--- src/design/rmt_pkg.sv ---
// shared types and constants for the retained message table
`timescale 1ns / 1ps

package rmt_pkg;

    localparam int ENTRIES_DEF = 16;

    localparam int CMD_W       = 2;
    localparam int SLOT_W      = 8;
    localparam int GEN_W       = 16;
    localparam int MSG_W       = 16;
    localparam int LEN_W       = 16;
    localparam int IDX_W       = 4;
    localparam int IDX_EXT_W   = 9;
    localparam int COUNT_W     = 5;
    localparam int BYTES_W     = 32;
    localparam int ALU_W       = 33;

    localparam logic [BYTES_W-1:0] BUDGET_RESET = 32'd65536;
    localparam logic [COUNT_W-1:0] COUNT_MAX    = 5'd31;

    localparam logic [CMD_W-1:0] CMD_PUT    = 2'd0;
    localparam logic [CMD_W-1:0] CMD_GET    = 2'd1;
    localparam logic [CMD_W-1:0] CMD_REMOVE = 2'd2;
    localparam logic [CMD_W-1:0] CMD_INDEX  = 2'd3;

    typedef struct packed {
        logic [SLOT_W-1:0] slot;
        logic [GEN_W-1:0]  gen;
        logic [MSG_W-1:0]  msg;
        logic [LEN_W-1:0]  len;
    } t_entry;

    typedef struct packed {
        logic we;
        logic set_used;
        logic clr_used;
    } t_wr_ctl;

endpackage

--- src/design/retained_message_table.sv ---
// retained message table top level: sequencer, key scan and byte accounting
`timescale 1ns / 1ps

// channel   | handshake                  | payload
// ----------+----------------------------+------------------------------------------
// input     | i_in_valid / o_in_ready    | i_cmd, topic key, message, length, flags
// result    | o_out_valid / i_out_ready  | o_ok, lookups, releases, count, bytes
// config    | i_cfg_valid / o_cfg_ready  | i_cfg_byte_budget
//
// one command at a time; put, get and remove scan every entry through the single
// memory read port, one entry a cycle, while an index read reads only its own entry
// byte checks and updates reuse one 33-bit add / subtract unit over several steps
// synchronous active-low reset clears used flags, count and byte total, reloads budget
// a result waiting on i_out_ready does not block the next transfer; only the
// final step waits for the output register to free up

module retained_message_table #(
    parameter int ENTRIES = rmt_pkg::ENTRIES_DEF
) (
    input  logic                          i_clk,
    input  logic                          i_rst_n,
    // config write
    input  logic                          i_cfg_valid,
    output logic                          o_cfg_ready,
    input  logic [rmt_pkg::BYTES_W-1:0]   i_cfg_byte_budget,
    // command
    input  logic                          i_in_valid,
    output logic                          o_in_ready,
    input  logic [rmt_pkg::CMD_W-1:0]     i_cmd,
    input  logic [rmt_pkg::SLOT_W-1:0]    i_topic_slot,
    input  logic [rmt_pkg::GEN_W-1:0]     i_topic_generation,
    input  logic [rmt_pkg::MSG_W-1:0]     i_message_handle,
    input  logic [rmt_pkg::LEN_W-1:0]     i_payload_len,
    input  logic                          i_handles_valid,
    input  logic                          i_msg_acquire_ok,
    input  logic                          i_topic_acquire_ok,
    input  logic [rmt_pkg::IDX_W-1:0]     i_entry_index,
    // result
    output logic                          o_out_valid,
    input  logic                          i_out_ready,
    output logic                          o_ok,
    output logic [rmt_pkg::MSG_W-1:0]     o_out_message,
    output logic [rmt_pkg::SLOT_W-1:0]    o_out_topic_slot,
    output logic [rmt_pkg::GEN_W-1:0]     o_out_topic_generation,
    output logic                          o_release_message_valid,
    output logic [rmt_pkg::MSG_W-1:0]     o_release_message,
    output logic                          o_release_topic_valid,
    output logic [rmt_pkg::COUNT_W-1:0]   o_entry_count,
    output logic [rmt_pkg::BYTES_W-1:0]   o_bytes_in_use
);

    localparam int AW = (ENTRIES > 1) ? $clog2(ENTRIES) : 1;
    localparam int PW = $clog2(ENTRIES + 1);

    // sequencer states
    localparam logic [3:0] S_IDLE = 4'd0;
    localparam logic [3:0] S_SCAN = 4'd1;
    localparam logic [3:0] S_POST = 4'd2;
    localparam logic [3:0] S_CHK1 = 4'd3;
    localparam logic [3:0] S_CHK2 = 4'd4;
    localparam logic [3:0] S_CHK3 = 4'd5;
    localparam logic [3:0] S_SUB  = 4'd6;
    localparam logic [3:0] S_ADD  = 4'd7;
    localparam logic [3:0] S_IDXA = 4'd8;
    localparam logic [3:0] S_IDXB = 4'd9;
    localparam logic [3:0] S_FIN  = 4'd10;

    logic [3:0] r_state;
    logic [3:0] n_state;

    // captured command
    logic [rmt_pkg::CMD_W-1:0]   r_req_cmd;
    logic [rmt_pkg::SLOT_W-1:0]  r_req_slot;
    logic [rmt_pkg::GEN_W-1:0]   r_req_gen;
    logic [rmt_pkg::MSG_W-1:0]   r_req_msg;
    logic [rmt_pkg::LEN_W-1:0]   r_req_len;
    logic                        r_req_macq;
    logic                        r_req_tacq;
    logic [rmt_pkg::IDX_W-1:0]   r_req_idx;

    // scan state
    logic [PW-1:0]               r_ptr;
    logic                        r_rd_vld;
    logic [AW-1:0]               r_rd_idx;
    logic                        r_hit;
    logic [AW-1:0]               r_hit_idx;
    logic [rmt_pkg::MSG_W-1:0]   r_hit_msg;
    logic [rmt_pkg::LEN_W-1:0]   r_hit_len;
    logic                        r_free;
    logic [AW-1:0]               r_free_idx;

    // accounting
    logic [rmt_pkg::BYTES_W-1:0] r_budget;
    logic [rmt_pkg::BYTES_W-1:0] r_total;
    logic [rmt_pkg::COUNT_W-1:0] r_count;
    logic [rmt_pkg::ALU_W-1:0]   r_acc;

    // pending result fields
    logic                        r_res_ok;
    logic [rmt_pkg::MSG_W-1:0]   r_res_msg;
    logic [rmt_pkg::SLOT_W-1:0]  r_res_slot;
    logic [rmt_pkg::GEN_W-1:0]   r_res_gen;
    logic                        r_res_rmv;
    logic [rmt_pkg::MSG_W-1:0]   r_res_rm;
    logic                        r_res_rtv;

    // output register
    logic                        r_o_valid;
    logic                        r_o_ok;
    logic [rmt_pkg::MSG_W-1:0]   r_o_msg;
    logic [rmt_pkg::SLOT_W-1:0]  r_o_slot;
    logic [rmt_pkg::GEN_W-1:0]   r_o_gen;
    logic                        r_o_rmv;
    logic [rmt_pkg::MSG_W-1:0]   r_o_rm;
    logic                        r_o_rtv;
    logic [rmt_pkg::COUNT_W-1:0] r_o_count;
    logic [rmt_pkg::BYTES_W-1:0] r_o_bytes;

    // store and alu hookup
    rmt_pkg::t_wr_ctl            w_ctl;
    logic [AW-1:0]               w_waddr;
    rmt_pkg::t_entry             w_wdata;
    logic [AW-1:0]               w_raddr;
    rmt_pkg::t_entry             w_rdata;
    logic [ENTRIES-1:0]          w_used;
    logic [rmt_pkg::ALU_W-1:0]   w_alu_a;
    logic [rmt_pkg::ALU_W-1:0]   w_alu_b;
    logic                        w_alu_sub;
    logic [rmt_pkg::ALU_W-1:0]   w_alu_res;
    logic                        w_alu_neg;

    logic                        w_accept;
    logic                        w_out_free;
    logic                        w_ptr_live;
    logic                        w_match;
    logic [rmt_pkg::IDX_EXT_W-1:0] w_idx_ext;
    logic [AW-1:0]               w_idx_addr;
    logic                        w_in_idx_ok;
    logic                        w_grow;
    logic                        w_new_ok;
    logic                        w_clear;
    logic [rmt_pkg::COUNT_W-1:0] w_count_dec;

    assign o_cfg_ready = 1'b1;
    assign o_in_ready  = (r_state == S_IDLE);
    assign w_accept    = i_in_valid && o_in_ready;
    assign w_out_free  = !r_o_valid || i_out_ready;

    assign w_ptr_live  = (r_ptr < PW'(ENTRIES));
    assign w_idx_ext   = rmt_pkg::IDX_EXT_W'(r_req_idx);
    assign w_idx_addr  = w_idx_ext[AW-1:0];
    assign w_in_idx_ok = (rmt_pkg::IDX_EXT_W'(i_entry_index) < rmt_pkg::IDX_EXT_W'(ENTRIES));

    // key compare on the entry read back in the cycle after its address went out
    assign w_match = r_rd_vld && w_used[r_rd_idx]
                     && (w_rdata.slot == r_req_slot) && (w_rdata.gen == r_req_gen);

    // in-place put that grows is checked against the budget
    assign w_grow   = (r_req_len > r_hit_len);
    // new put passes budget, finds a free entry and gets both references
    assign w_new_ok = !w_alu_neg && r_free && r_req_macq && r_req_tacq;
    // remove, or in-place put whose message acquire was refused
    assign w_clear  = (r_req_cmd == rmt_pkg::CMD_REMOVE) || !r_req_macq;

    assign w_count_dec = (r_count != '0) ? (r_count - 1'b1) : r_count;

    // alu operand select per step
    always_comb begin
        w_alu_a   = '0;
        w_alu_b   = '0;
        w_alu_sub = 1'b0;
        case (r_state)
            S_CHK1: begin
                // total + new length
                w_alu_a = rmt_pkg::ALU_W'(r_total);
                w_alu_b = rmt_pkg::ALU_W'(r_req_len);
            end
            S_CHK2: begin
                // minus the old length of the hit entry
                w_alu_a   = r_acc;
                w_alu_b   = rmt_pkg::ALU_W'(r_hit_len);
                w_alu_sub = 1'b1;
            end
            S_CHK3: begin
                // budget - projected total, negative means over budget
                w_alu_a   = rmt_pkg::ALU_W'(r_budget);
                w_alu_b   = r_acc;
                w_alu_sub = 1'b1;
            end
            S_SUB: begin
                // drop the old length unless that would underflow
                w_alu_a   = rmt_pkg::ALU_W'(r_total);
                w_alu_b   = rmt_pkg::ALU_W'(r_hit_len);
                w_alu_sub = 1'b1;
            end
            S_ADD: begin
                w_alu_a = rmt_pkg::ALU_W'(r_total);
                w_alu_b = rmt_pkg::ALU_W'(r_req_len);
            end
            default: begin
                w_alu_sub = 1'b0;
            end
        endcase
    end

    // store write and read control
    always_comb begin
        w_ctl       = '0;
        w_waddr     = r_hit_idx;
        w_wdata     = '{slot: r_req_slot, gen: r_req_gen, msg: r_req_msg, len: r_req_len};
        w_raddr     = (r_state == S_SCAN) ? r_ptr[AW-1:0] : w_idx_addr;
        case (r_state)
            S_CHK3: begin
                if (!r_hit && w_new_ok) begin
                    w_ctl.we       = 1'b1;
                    w_ctl.set_used = 1'b1;
                    w_waddr        = r_free_idx;
                end
            end
            S_SUB: begin
                w_ctl.clr_used = w_clear;
            end
            S_ADD: begin
                w_ctl.we = 1'b1;
            end
            default: begin
                w_ctl = '0;
            end
        endcase
    end

    // sequencer
    always_comb begin
        n_state = r_state;
        unique case (r_state)
            S_IDLE: begin
                if (w_accept) begin
                    if (i_cmd == rmt_pkg::CMD_INDEX) begin
                        n_state = w_in_idx_ok ? S_IDXA : S_FIN;
                    end else if ((i_cmd == rmt_pkg::CMD_PUT) && !i_handles_valid) begin
                        n_state = S_FIN;
                    end else begin
                        n_state = S_SCAN;
                    end
                end
            end
            S_SCAN: begin
                // last compare happens in the cycle the pointer runs out
                if (!w_ptr_live) begin
                    n_state = S_POST;
                end
            end
            S_POST: begin
                if (r_req_cmd == rmt_pkg::CMD_PUT) begin
                    n_state = S_CHK1;
                end else if ((r_req_cmd == rmt_pkg::CMD_REMOVE) && r_hit) begin
                    n_state = S_SUB;
                end else begin
                    n_state = S_FIN;
                end
            end
            S_CHK1: begin
                n_state = r_hit ? S_CHK2 : S_CHK3;
            end
            S_CHK2: begin
                n_state = S_CHK3;
            end
            S_CHK3: begin
                if (r_hit && !(w_grow && w_alu_neg)) begin
                    n_state = S_SUB;
                end else begin
                    n_state = S_FIN;
                end
            end
            S_SUB: begin
                n_state = w_clear ? S_FIN : S_ADD;
            end
            S_ADD: begin
                n_state = S_FIN;
            end
            S_IDXA: begin
                n_state = S_IDXB;
            end
            S_IDXB: begin
                n_state = S_FIN;
            end
            S_FIN: begin
                if (w_out_free) begin
                    n_state = S_IDLE;
                end
            end
            default: begin
                n_state = S_IDLE;
            end
        endcase
    end

    // control state
    always_ff @(posedge i_clk) begin
        if (!i_rst_n) begin
            r_state   <= S_IDLE;
            r_budget  <= rmt_pkg::BUDGET_RESET;
            r_total   <= '0;
            r_count   <= '0;
            r_o_valid <= 1'b0;
        end else begin
            r_state <= n_state;
            if (i_cfg_valid && o_cfg_ready) begin
                r_budget <= i_cfg_byte_budget;
            end
            case (r_state)
                S_CHK3: begin
                    if (!r_hit && w_new_ok) begin
                        r_total <= r_acc[rmt_pkg::BYTES_W-1:0];
                        if (r_count != rmt_pkg::COUNT_MAX) begin
                            r_count <= r_count + 1'b1;
                        end
                    end
                end
                S_SUB: begin
                    if (!w_alu_neg) begin
                        r_total <= w_alu_res[rmt_pkg::BYTES_W-1:0];
                    end
                    if (w_clear) begin
                        r_count <= w_count_dec;
                    end
                end
                S_ADD: begin
                    // wraps like the 32-bit total it models
                    r_total <= w_alu_res[rmt_pkg::BYTES_W-1:0];
                end
                default: begin
                    r_total <= r_total;
                end
            endcase
            if ((r_state == S_FIN) && w_out_free) begin
                r_o_valid <= 1'b1;
            end else if (i_out_ready) begin
                r_o_valid <= 1'b0;
            end
        end
    end

    // datapath: capture, scan, result building
    always_ff @(posedge i_clk) begin
        case (r_state)
            S_IDLE: begin
                if (w_accept) begin
                    r_req_cmd  <= i_cmd;
                    r_req_slot <= i_topic_slot;
                    r_req_gen  <= i_topic_generation;
                    r_req_msg  <= i_message_handle;
                    r_req_len  <= i_payload_len;
                    r_req_macq <= i_msg_acquire_ok;
                    r_req_tacq <= i_topic_acquire_ok;
                    r_req_idx  <= i_entry_index;
                    r_ptr      <= '0;
                    r_rd_vld   <= 1'b0;
                    r_hit      <= 1'b0;
                    r_free     <= 1'b0;
                    r_res_ok   <= 1'b0;
                    r_res_msg  <= '0;
                    r_res_slot <= '0;
                    r_res_gen  <= '0;
                    r_res_rmv  <= 1'b0;
                    r_res_rm   <= '0;
                    r_res_rtv  <= 1'b0;
                end
            end
            S_SCAN: begin
                r_rd_vld <= w_ptr_live;
                r_rd_idx <= r_ptr[AW-1:0];
                if (w_ptr_live) begin
                    r_ptr <= r_ptr + 1'b1;
                    // lowest free entry
                    if (!r_free && !w_used[r_ptr[AW-1:0]]) begin
                        r_free     <= 1'b1;
                        r_free_idx <= r_ptr[AW-1:0];
                    end
                end
                if (w_match && !r_hit) begin
                    r_hit      <= 1'b1;
                    r_hit_idx  <= r_rd_idx;
                    r_hit_msg  <= w_rdata.msg;
                    r_hit_len  <= w_rdata.len;
                end
            end
            S_POST: begin
                if ((r_req_cmd == rmt_pkg::CMD_GET) && r_hit) begin
                    r_res_ok  <= 1'b1;
                    r_res_msg <= r_hit_msg;
                end
                if ((r_req_cmd == rmt_pkg::CMD_REMOVE) && r_hit) begin
                    r_res_ok  <= 1'b1;
                    r_res_rmv <= 1'b1;
                    r_res_rm  <= r_hit_msg;
                    r_res_rtv <= 1'b1;
                end
            end
            S_CHK1, S_CHK2: begin
                r_acc <= w_alu_res;
            end
            S_CHK3: begin
                if (r_hit) begin
                    // old message goes back unless the growth breaks the budget
                    if (!(w_grow && w_alu_neg)) begin
                        r_res_rmv <= 1'b1;
                        r_res_rm  <= r_hit_msg;
                    end
                end else if (!w_alu_neg && r_free && r_req_macq) begin
                    if (r_req_tacq) begin
                        r_res_ok <= 1'b1;
                    end else begin
                        // topic refused: hand the new message reference back
                        r_res_rmv <= 1'b1;
                        r_res_rm  <= r_req_msg;
                    end
                end
            end
            S_ADD: begin
                r_res_ok <= 1'b1;
            end
            S_IDXB: begin
                if (w_used[w_idx_addr]) begin
                    r_res_ok   <= 1'b1;
                    r_res_msg  <= w_rdata.msg;
                    r_res_slot <= w_rdata.slot;
                    r_res_gen  <= w_rdata.gen;
                end
            end
            S_FIN: begin
                if (w_out_free) begin
                    r_o_ok    <= r_res_ok;
                    r_o_msg   <= r_res_msg;
                    r_o_slot  <= r_res_slot;
                    r_o_gen   <= r_res_gen;
                    r_o_rmv   <= r_res_rmv;
                    r_o_rm    <= r_res_rm;
                    r_o_rtv   <= r_res_rtv;
                    r_o_count <= r_count;
                    r_o_bytes <= r_total;
                end
            end
            default: begin
                r_acc <= r_acc;
            end
        endcase
    end

    rmt_store #(
        .ENTRIES (ENTRIES)
    ) u_store (
        .i_clk   (i_clk),
        .i_rst_n (i_rst_n),
        .i_ctl   (w_ctl),
        .i_waddr (w_waddr),
        .i_wdata (w_wdata),
        .i_raddr (w_raddr),
        .o_rdata (w_rdata),
        .o_used  (w_used)
    );

    rmt_alu u_alu (
        .i_a   (w_alu_a),
        .i_b   (w_alu_b),
        .i_sub (w_alu_sub),
        .o_res (w_alu_res),
        .o_neg (w_alu_neg)
    );

    assign o_out_valid             = r_o_valid;
    assign o_ok                    = r_o_ok;
    assign o_out_message           = r_o_msg;
    assign o_out_topic_slot        = r_o_slot;
    assign o_out_topic_generation  = r_o_gen;
    assign o_release_message_valid = r_o_rmv;
    assign o_release_message       = r_o_rm;
    assign o_release_topic_valid   = r_o_rtv;
    assign o_entry_count           = r_o_count;
    assign o_bytes_in_use          = r_o_bytes;

endmodule

--- src/design/rmt_alu.sv ---
// shared add / subtract unit with sign of the difference
`timescale 1ns / 1ps

module rmt_alu (
    input  logic [rmt_pkg::ALU_W-1:0] i_a,
    input  logic [rmt_pkg::ALU_W-1:0] i_b,
    input  logic                      i_sub,
    output logic [rmt_pkg::ALU_W-1:0] o_res,
    output logic                      o_neg
);

    logic [rmt_pkg::ALU_W:0] w_full;

    always_comb begin
        if (i_sub) begin
            w_full = {1'b0, i_a} - {1'b0, i_b};
        end else begin
            w_full = {1'b0, i_a} + {1'b0, i_b};
        end
    end

    assign o_res = w_full[rmt_pkg::ALU_W-1:0];
    assign o_neg = w_full[rmt_pkg::ALU_W];

endmodule

--- src/design/rmt_store.sv ---
// entry memory with registered read port and per-entry used flags
`timescale 1ns / 1ps

module rmt_store #(
    parameter int ENTRIES = rmt_pkg::ENTRIES_DEF,
    localparam int AW = (ENTRIES > 1) ? $clog2(ENTRIES) : 1
) (
    input  logic                  i_clk,
    input  logic                  i_rst_n,
    input  rmt_pkg::t_wr_ctl      i_ctl,
    input  logic [AW-1:0]         i_waddr,
    input  rmt_pkg::t_entry       i_wdata,
    input  logic [AW-1:0]         i_raddr,
    output rmt_pkg::t_entry       o_rdata,
    output logic [ENTRIES-1:0]    o_used
);

    rmt_pkg::t_entry     r_mem [ENTRIES];
    rmt_pkg::t_entry     r_rdata;
    logic [ENTRIES-1:0]  r_used;

    always_ff @(posedge i_clk) begin
        if (i_ctl.we) begin
            r_mem[i_waddr] <= i_wdata;
        end
        r_rdata <= r_mem[i_raddr];
    end

    always_ff @(posedge i_clk) begin
        if (!i_rst_n) begin
            r_used <= '0;
        end else if (i_ctl.set_used) begin
            r_used[i_waddr] <= 1'b1;
        end else if (i_ctl.clr_used) begin
            r_used[i_waddr] <= 1'b0;
        end
    end

    assign o_rdata = r_rdata;
    assign o_used  = r_used;

endmodule

--- config.mk ---
export PLATFORM = sky130hd
export DESIGN_NAME = retained_message_table
export DESIGN_NICKNAME = d
export VERILOG_FILES = /design/src/design/rmt_pkg.sv /design/src/design/retained_message_table.sv /design/src/design/rmt_alu.sv /design/src/design/rmt_store.sv
export SDC_FILE = /design/constraint.sdc
export NUM_CORES = 2
export LEC_CHECK = 0
export BUFFER_PORTS_ARGS = -buffer_cell sky130_fd_sc_hd__buf_4
export CORE_ASPECT_RATIO = 1.25
export CORE_MARGIN = 2
export CORE_UTILIZATION = 30
export DETAILED_ROUTE_END_ITERATION = 16
export GPL_TIMING_DRIVEN = 0
export PLACE_DENSITY = 0.43
export SKIP_CTS_REPAIR_TIMING = 1
export SLEW_MARGIN = 20
export SYNTH_ARGS = -nofsm -noshare
export SYNTH_HDL_FRONTEND = slang
export SYNTH_HIERARCHICAL = 1
export SYNTH_SLANG_ARGS = --single-unit
--- constraint.sdc ---
create_clock -name i_clk -period 7.5 [get_ports i_clk]
set_clock_uncertainty 0.2 [all_clocks]
set_input_delay 0.75 -clock i_clk [delete_from_list [all_inputs] [get_ports i_clk]]
set_output_delay 0.75 -clock i_clk [all_outputs]
set_load 0.03 [all_outputs]
# == Word-level counts from Yosys, hierarchy flattened ==
# Memory sizes are Yosys's and may differ from the RTL's. A register that Yosys moved wholly into a read port is not among the register bits.
# Cells that the tools add are included.
# W data, S select, Z words.
# totals
wordCells,239
memories,1
out_inout_bits,99
ramBits,896
in_bits,102
reg_bits,394
# classes
bitwise,3
add_sub_neg,5
n_reduce_logical,63
n_eq_ne,37
n_mux,83
order_cmp,7
# mem_list
memory,depth,word_bits,rd,rd_clocked_by_memory_dff,wr,line,rtl
u_store.r_mem,16,56,1,1,1,rmt_store.sv:18,rmt_pkg::t_entry r_mem [ENTRIES];
# ops
cell,n
$pmux W33 S3,2
$mux W16,11
$pmux W16 S3,2
$pmux W32 S3,1
$mux W32,2
$mux W4,12
$pmux W4 S10,1
$add A33 B33 Y34,1
$mux W34,1
$sub A33 B33 Y34,1
$pmux W16 S2,1
$mux W5,6
$ne A2 B2 Y1 const B,14
$mux W1,27
$reduce_and A3 Y1,7
$lt A4 B5 Y1 const B,4
$pmux W5 S2,2
$logic_and A1 B1 Y1,17
$and A16 B16 Y16,1
$eq A16 B16 Y1,1
$eq A4 B3 Y1 const B,4
$gt A16 B16 Y1,1
$mux W8,2
$not A16 Y16,1
other kinds (35),76

# == Depth between registers and ports, before layout ==
# depth
ltp_word,20
depth_mapped,30
depth_no_buf,25

# == Hierarchy ==
# Netlist, hierarchy kept.
# modules_own_cells
module,n_inst,cells_per_inst,seq_area_each_um2,area_per_inst_um2
rmt_store,1,1540,28347.2,35465.3
retained_message_table,1,1120,10610.2,15519.9
rmt_alu,1,406,0.0,2677.6

# == Worst setup path before layout ==
# Ideal clock, no wire load.
# synth_path
path_kind,flip-flop to flip-flop
start,reg r_state[0]
end,"mem u_store/r_mem[2][0] (netlist name), enable pin"
stages_incl_launch_ff,27
n_path_buf,6
synth_period_minus_slack_ns,7.970
t_required_ns,6.880
setup_ns,0.420
setup_slack_ns,-0.470
arrival_time_ns,7.350
path_cell_list,dfxtp_1 clkbuf_1 buf_1 nor2_1 clkbuf_1 a22oi_1 nand2_1 or4_1 nor4_2 and4_1 a21o_1 o21ai_0 xnor2_1 ha_1 clkbuf_1 nand4_1 or2_2 o221ai_1 a21oi_1 xor2_1 and3b_1 and3_1 clkbuf_1 mux2_2 nor2b_1 clkbuf_1 and3_1
# synth_between
elab_cells_between_ends,26
cone_classes,add/sub: 2; eq/ne: 5; mux: 10; reduce/logical: 9
# synth_lines
element,line,rtl
from (decl),retained_message_table.sv:68,logic [3:0] r_state;
from (signal assigned),retained_message_table.sv:307,r_state <= n_state;
$eq A4 B3 Y1 or $eq A4 B2 Y1 (tied branches),retained_message_table.sv:172,case (r_state)
$reduce_or A2 Y1 (no source line),-,
$pmux W33 S3 *,retained_message_table.sv:172,
net w_alu_b (one bit),retained_message_table.sv:127,logic [rmt_pkg::ALU_W-1:0] w_alu_b;
$add A33 B33 Y34 or $sub A33 B33 Y34 (tied branches),"rmt_alu.sv:18, rmt_alu.sv:16",
$mux W34 *,rmt_alu.sv:15,if (i_sub) begin
net w_alu_neg,retained_message_table.sv:130,logic w_alu_neg;
$logic_not A1 Y1 *,retained_message_table.sv:161,assign w_new_ok = !w_alu_neg && r_free && r_req_macq && r_req_tacq;
$logic_and A1 B1 Y1 * (3 in series),retained_message_table.sv:161,
$logic_and A1 B1 Y1 *,retained_message_table.sv:214,if (!r_hit && w_new_ok) begin
$mux W4 *,retained_message_table.sv:214,
$mux W4 *,retained_message_table.sv:212,case (r_state)
net w_waddr[0],retained_message_table.sv:121,logic [AW-1:0] w_waddr;
to (decl),rmt_store.sv:18,
# The timed path passes the listed nets; every way through them passes the cells marked *.

# == Worst setup path after layout ==
# layout_path
start,reg r_state[1]
end,"mem u_store/r_mem[2][8] (netlist name), enable pin"
# The elaborated chain is that of the path after synthesis.

==> summary.md <==
| Metric | Value |
|---|---|
| Outcome | completed |
| Buf+Inv Stages, Crit Path | 6 |
| Flop pwr share | 38.9% |
| Vias/cell | 4.92 |
| Synth warnings | 6 |
| Remaining DRCs | 0 |
| Worst-Margin Slew | 1.05 ns |
| Root buffer cell | clkbuf_16 |
| Worst VDD drop | 0.000198 V |
| H-tree Lvls | 4 |
| Worst stage delay on the critical path | 0.60 ns |
| Clk sink count | 1,346 |
| Hold Fails Final Rpt | 0 |
| Vias | 29,800 |
| Synthesized Nets | 3,224 |
| Die width | 382 um |
| Crit end category | flip-flop |
| IO Count | 201 |
| Internal power | 0.0170 W |
| Syn-to-layout area delta | 22.2% |
| Clock Power Share | 27.6% |
| Core Footprint | 178,000 um^2 |
| CP Class | reg2reg |
| Mapped Cells | 3,066 |
| CP Launch Type | flip-flop |
| Initial Utilization | 30.2% |
| Routability congestion estimate from global placement | 0.860 |
| Leakage | 22.8 nW |
| Max Root-Sink Buffers | 3 |
| Final Critical Period | 7.36 ns |
| Post-synthesis cell type count | 73 |
| Worst-Skew Late Latency | 0.79 ns |
| Smallest hold slack | 0.0215 ns |
| Worst Path Required | 7.78 ns |
| DRT Pass-1 Iters | 8 |
| CTS tree | built |
| Share of layout cells above drive strength 1 | 23.8% |
| Yosys reg bits | 1,346 |
| Number of enable flip-flop cells after synthesis | 1,200 |
| Syn avg cell area | 17.5 um^2 |
| Antenna violations before repair | 10 |
| Combinational power share | 33.5% |
| Drt first-iter violations | 2,291 |
| Critical Path AT | 7.64 ns |
| ANT nets after route | 0 |
| Final setup viols | 0 |
| CTS clk-pin slew, worst paths | 0.06 ns |
| Psw | 0.00896 W |
| Port-buffer cells | 198 |
| Final Max Slew Viols | 0 |
| Routed len/inst | 26.6 um |
| Nets | 3,727 |
| Total wire length | 161,000 um |
| Rel. slew slack | 29.9% |
| Die area | 182,000 um^2 |
| Switch share | 34.5% |
| Worst Hold Class | in2reg |
| Die Y | 477 um |
| Placed cell area | 59,100 um^2 |
| Num CTS Buffers | 149 |
| F_max | 0.136 GHz |
| Final Cell Area | 65,600 um^2 |
| FP Rows | 173 |
| RSZ-0062 raised after global routing | yes |
| Post-Syn Area | 53,700 um^2 |
| Fin crit share | 98.1% |
| Cell Pwr Density | 396 nW/um^2 |
| GR Util All Layers | 16.8% |
| Sequential area share after synthesis | 72.6% |
| CP Max Fanout | 19 |
| HPWL Detailed | 101,000 um |
| Largest net degree at the start of global routing | 46 |
| Number of max-cap violations | 0 |
| Crit-path leading delay family | simple AND/OR/NAND/NOR gates |
| First-pass GRT wire length | 221,000 um |
| Post-synth ARST share | 0% |
| Vias in the first global route | 30,900 |
| Post-synth top flop | edfxtp_1 |
| Total gr overflow | 0 |
| Slowest cell on the critical path | or4_4 |
==> logic make-up after synthesis <==
logic type | count (synthesis) | synth area share (%)
other | 1 | 0.00699
AOI/OAI and AO/OA | 451 | 6.21
buffers and inverters | 271 | 2.20
adders and majority gates | 56 | 1.33
muxes | 283 | 10.8
DFF | 1346 | 72.6
xor gates and xnor gates | 90 | 1.47
and+or+nand+nor | 568 | 5.34
==> placed cells by master, fill, tap and decap left out, drive strengths merged, types with 45 or more instances in the layout <==
master / n
edfxtp: 1200
buf: 335
clkbuf: 320
mux4: 238
nand2: 191
dfxtp: 146
a22oi: 129
inv: 111
nand3: 83
xnor2: 75
a21oi: 70
nor2: 66
dlygate4sd3: 65
ha: 54
and3: 53
and2: 52
nor2b: 48
clkinv: 45
==> registers in the layout, summed over array words and instances (netlist names), 8 cells and up, named ones only <==
name and count:
r_req_slot 8, r_acc 33, r_req_len 16, r_req_gen 16, r_hit_msg 16, u_store/o_rdata 56
r_req_msg 16, o_out_topic_slot 8, r_res_slot 8, o_out_topic_generation 16, r_hit_len 16, o_bytes_in_use 32
o_release_message 16, r_res_rm 16, r_total 32, r_res_msg 16, u_store/r_mem 896, r_budget 32
r_res_gen 16, o_out_message 16
==> layer usage <==
layer	routed length [um]	track usage [%]
met5	11	0
met4	3900	4.96
met3	6930	2.54
met2	79900	28.7
met1	70300	21.9
==> worst register-to-register path: stages, from the launching register on <==
cell	delay (ns)
dfxtp_1	0.49
and4bb_2	0.35
buf_4	0.22
clkbuf_4	0.22
nand2_1	0.08
nand2_1	0.09
or4_4	0.60
nor4b_4	0.22
buf_4	0.19
and4_4	0.30
a21o_1	0.21
o21ai_0	0.13
xnor2_1	0.18
ha_2	0.40
nand4_1	0.19
or2_2	0.34
o221ai_1	0.24
a21oi_2	0.08
xor2_2	0.17
and3b_2	0.32
and3_4	0.26
mux2_2	0.39
nor2b_2	0.20
buf_6	0.20
and3_4	0.23
buf_12	0.21
clkbuf_16	0.32
==> metrics by stage <==
stage / utilization (%) / instances / setup slack, ns / power (W) / setup TNS (ns)
detailed placement: 33.3 / 5663 / -2.71 / 0.0188 / -2221.82
global placement: 32.7 / 5626 / -3.55 / 0.0187 / -3356.12
CTS: 35.9 / 5936 / -2.75 / 0.0260 / -2255.88
global route: 36.9 / 6054 / -0.0525 / 0.0272 / -0.690
floorplan: - / 3066 / 0.146 / 0.0156 / 0
finish: 36.9 / 6055 / 0.144 / 0.0259 / 0
==> power groups by stage <==
| stage | logic (W) | registers, W | clock network (W) |
|---|---|---|---|
| after floorplan | 0.00566 | 0.00992 | 0 |
| after global placement | 0.00838 | 0.0103 | 0 |
| after detailed placement | 0.00851 | 0.0102 | 0 |
| after CTS | 0.00854 | 0.0101 | 0.00738 |
| after global routing | 0.00936 | 0.0102 | 0.00765 |
| final | 0.00869 | 0.0101 | 0.00717 |
==> worst paths after layout <==
check	start	endpoint	slack (ns)	cells after the start
max	r_state[1]	u_store/r_mem[2][8]	0.14	26
min	i_cfg_byte_budget[26]	r_budget[26]	0.02	3
max reg2reg	r_state[1]	u_store/r_mem[2][8]	0.14	26
min reg2reg	u_store/o_rdata[9]	r_hit_len[9]	0.18	0
==> synthesized netlist by cell type (4+ instances only) <==
master | count | area, um^2
xor2_1 | 15 | 131
o211a_1 | 32 | 320
mux2_2 | 7 | 78.8
a31oi_1 | 30 | 188
and3_1 | 44 | 275
nand2b_1 | 9 | 56.3
a22o_1 | 32 | 280
ha_1 | 54 | 676
o21a_1 | 21 | 158
nor3_1 | 24 | 120
nor2_1 | 65 | 244
a22oi_1 | 129 | 968
nand2_1 | 191 | 717
a41oi_1 | 5 | 43.8
buf_2 | 12 | 60.1
buf_1 | 16 | 60.1
nor2b_1 | 48 | 300
dfxtp_1 | 146 | 2920
nor4_1 | 7 | 43.8
inv_1 | 104 | 390
buf_6 | 16 | 180
edfxtp_1 | 1200 | 36000
and4_1 | 6 | 52.6
o31ai_1 | 4 | 30.0
nand3_1 | 82 | 410
or3_1 | 4 | 25.0
clkbuf_1 | 113 | 424
a222oi_1 | 33 | 330
o211ai_1 | 7 | 52.6
a21oi_1 | 70 | 350
nand4_1 | 15 | 93.8
buf_4 | 7 | 52.6
mux2i_1 | 38 | 380
and2_1 | 52 | 325
a211oi_1 | 4 | 30.0
o21bai_1 | 4 | 30.0
o221ai_1 | 4 | 35.0
mux4_2 | 238 | 5360
a21boi_0 | 7 | 52.6
xnor2_1 | 75 | 657
a21o_1 | 13 | 97.6
o21ai_0 | 33 | 165
==> final cells by class <==
type	count	area [um^2]
fillers	16700	112000
flip-flops and latches	1346	39000
multi-input cells	1458	13900
clock buffers	212	4190
repair buffers	351	3740
well taps	2362	2960
plain buffers	157	823
clock inverters	61	587
inverters	106	404
diodes	2	5.00
No activity file was read; power rests on OpenSTA's default activity.
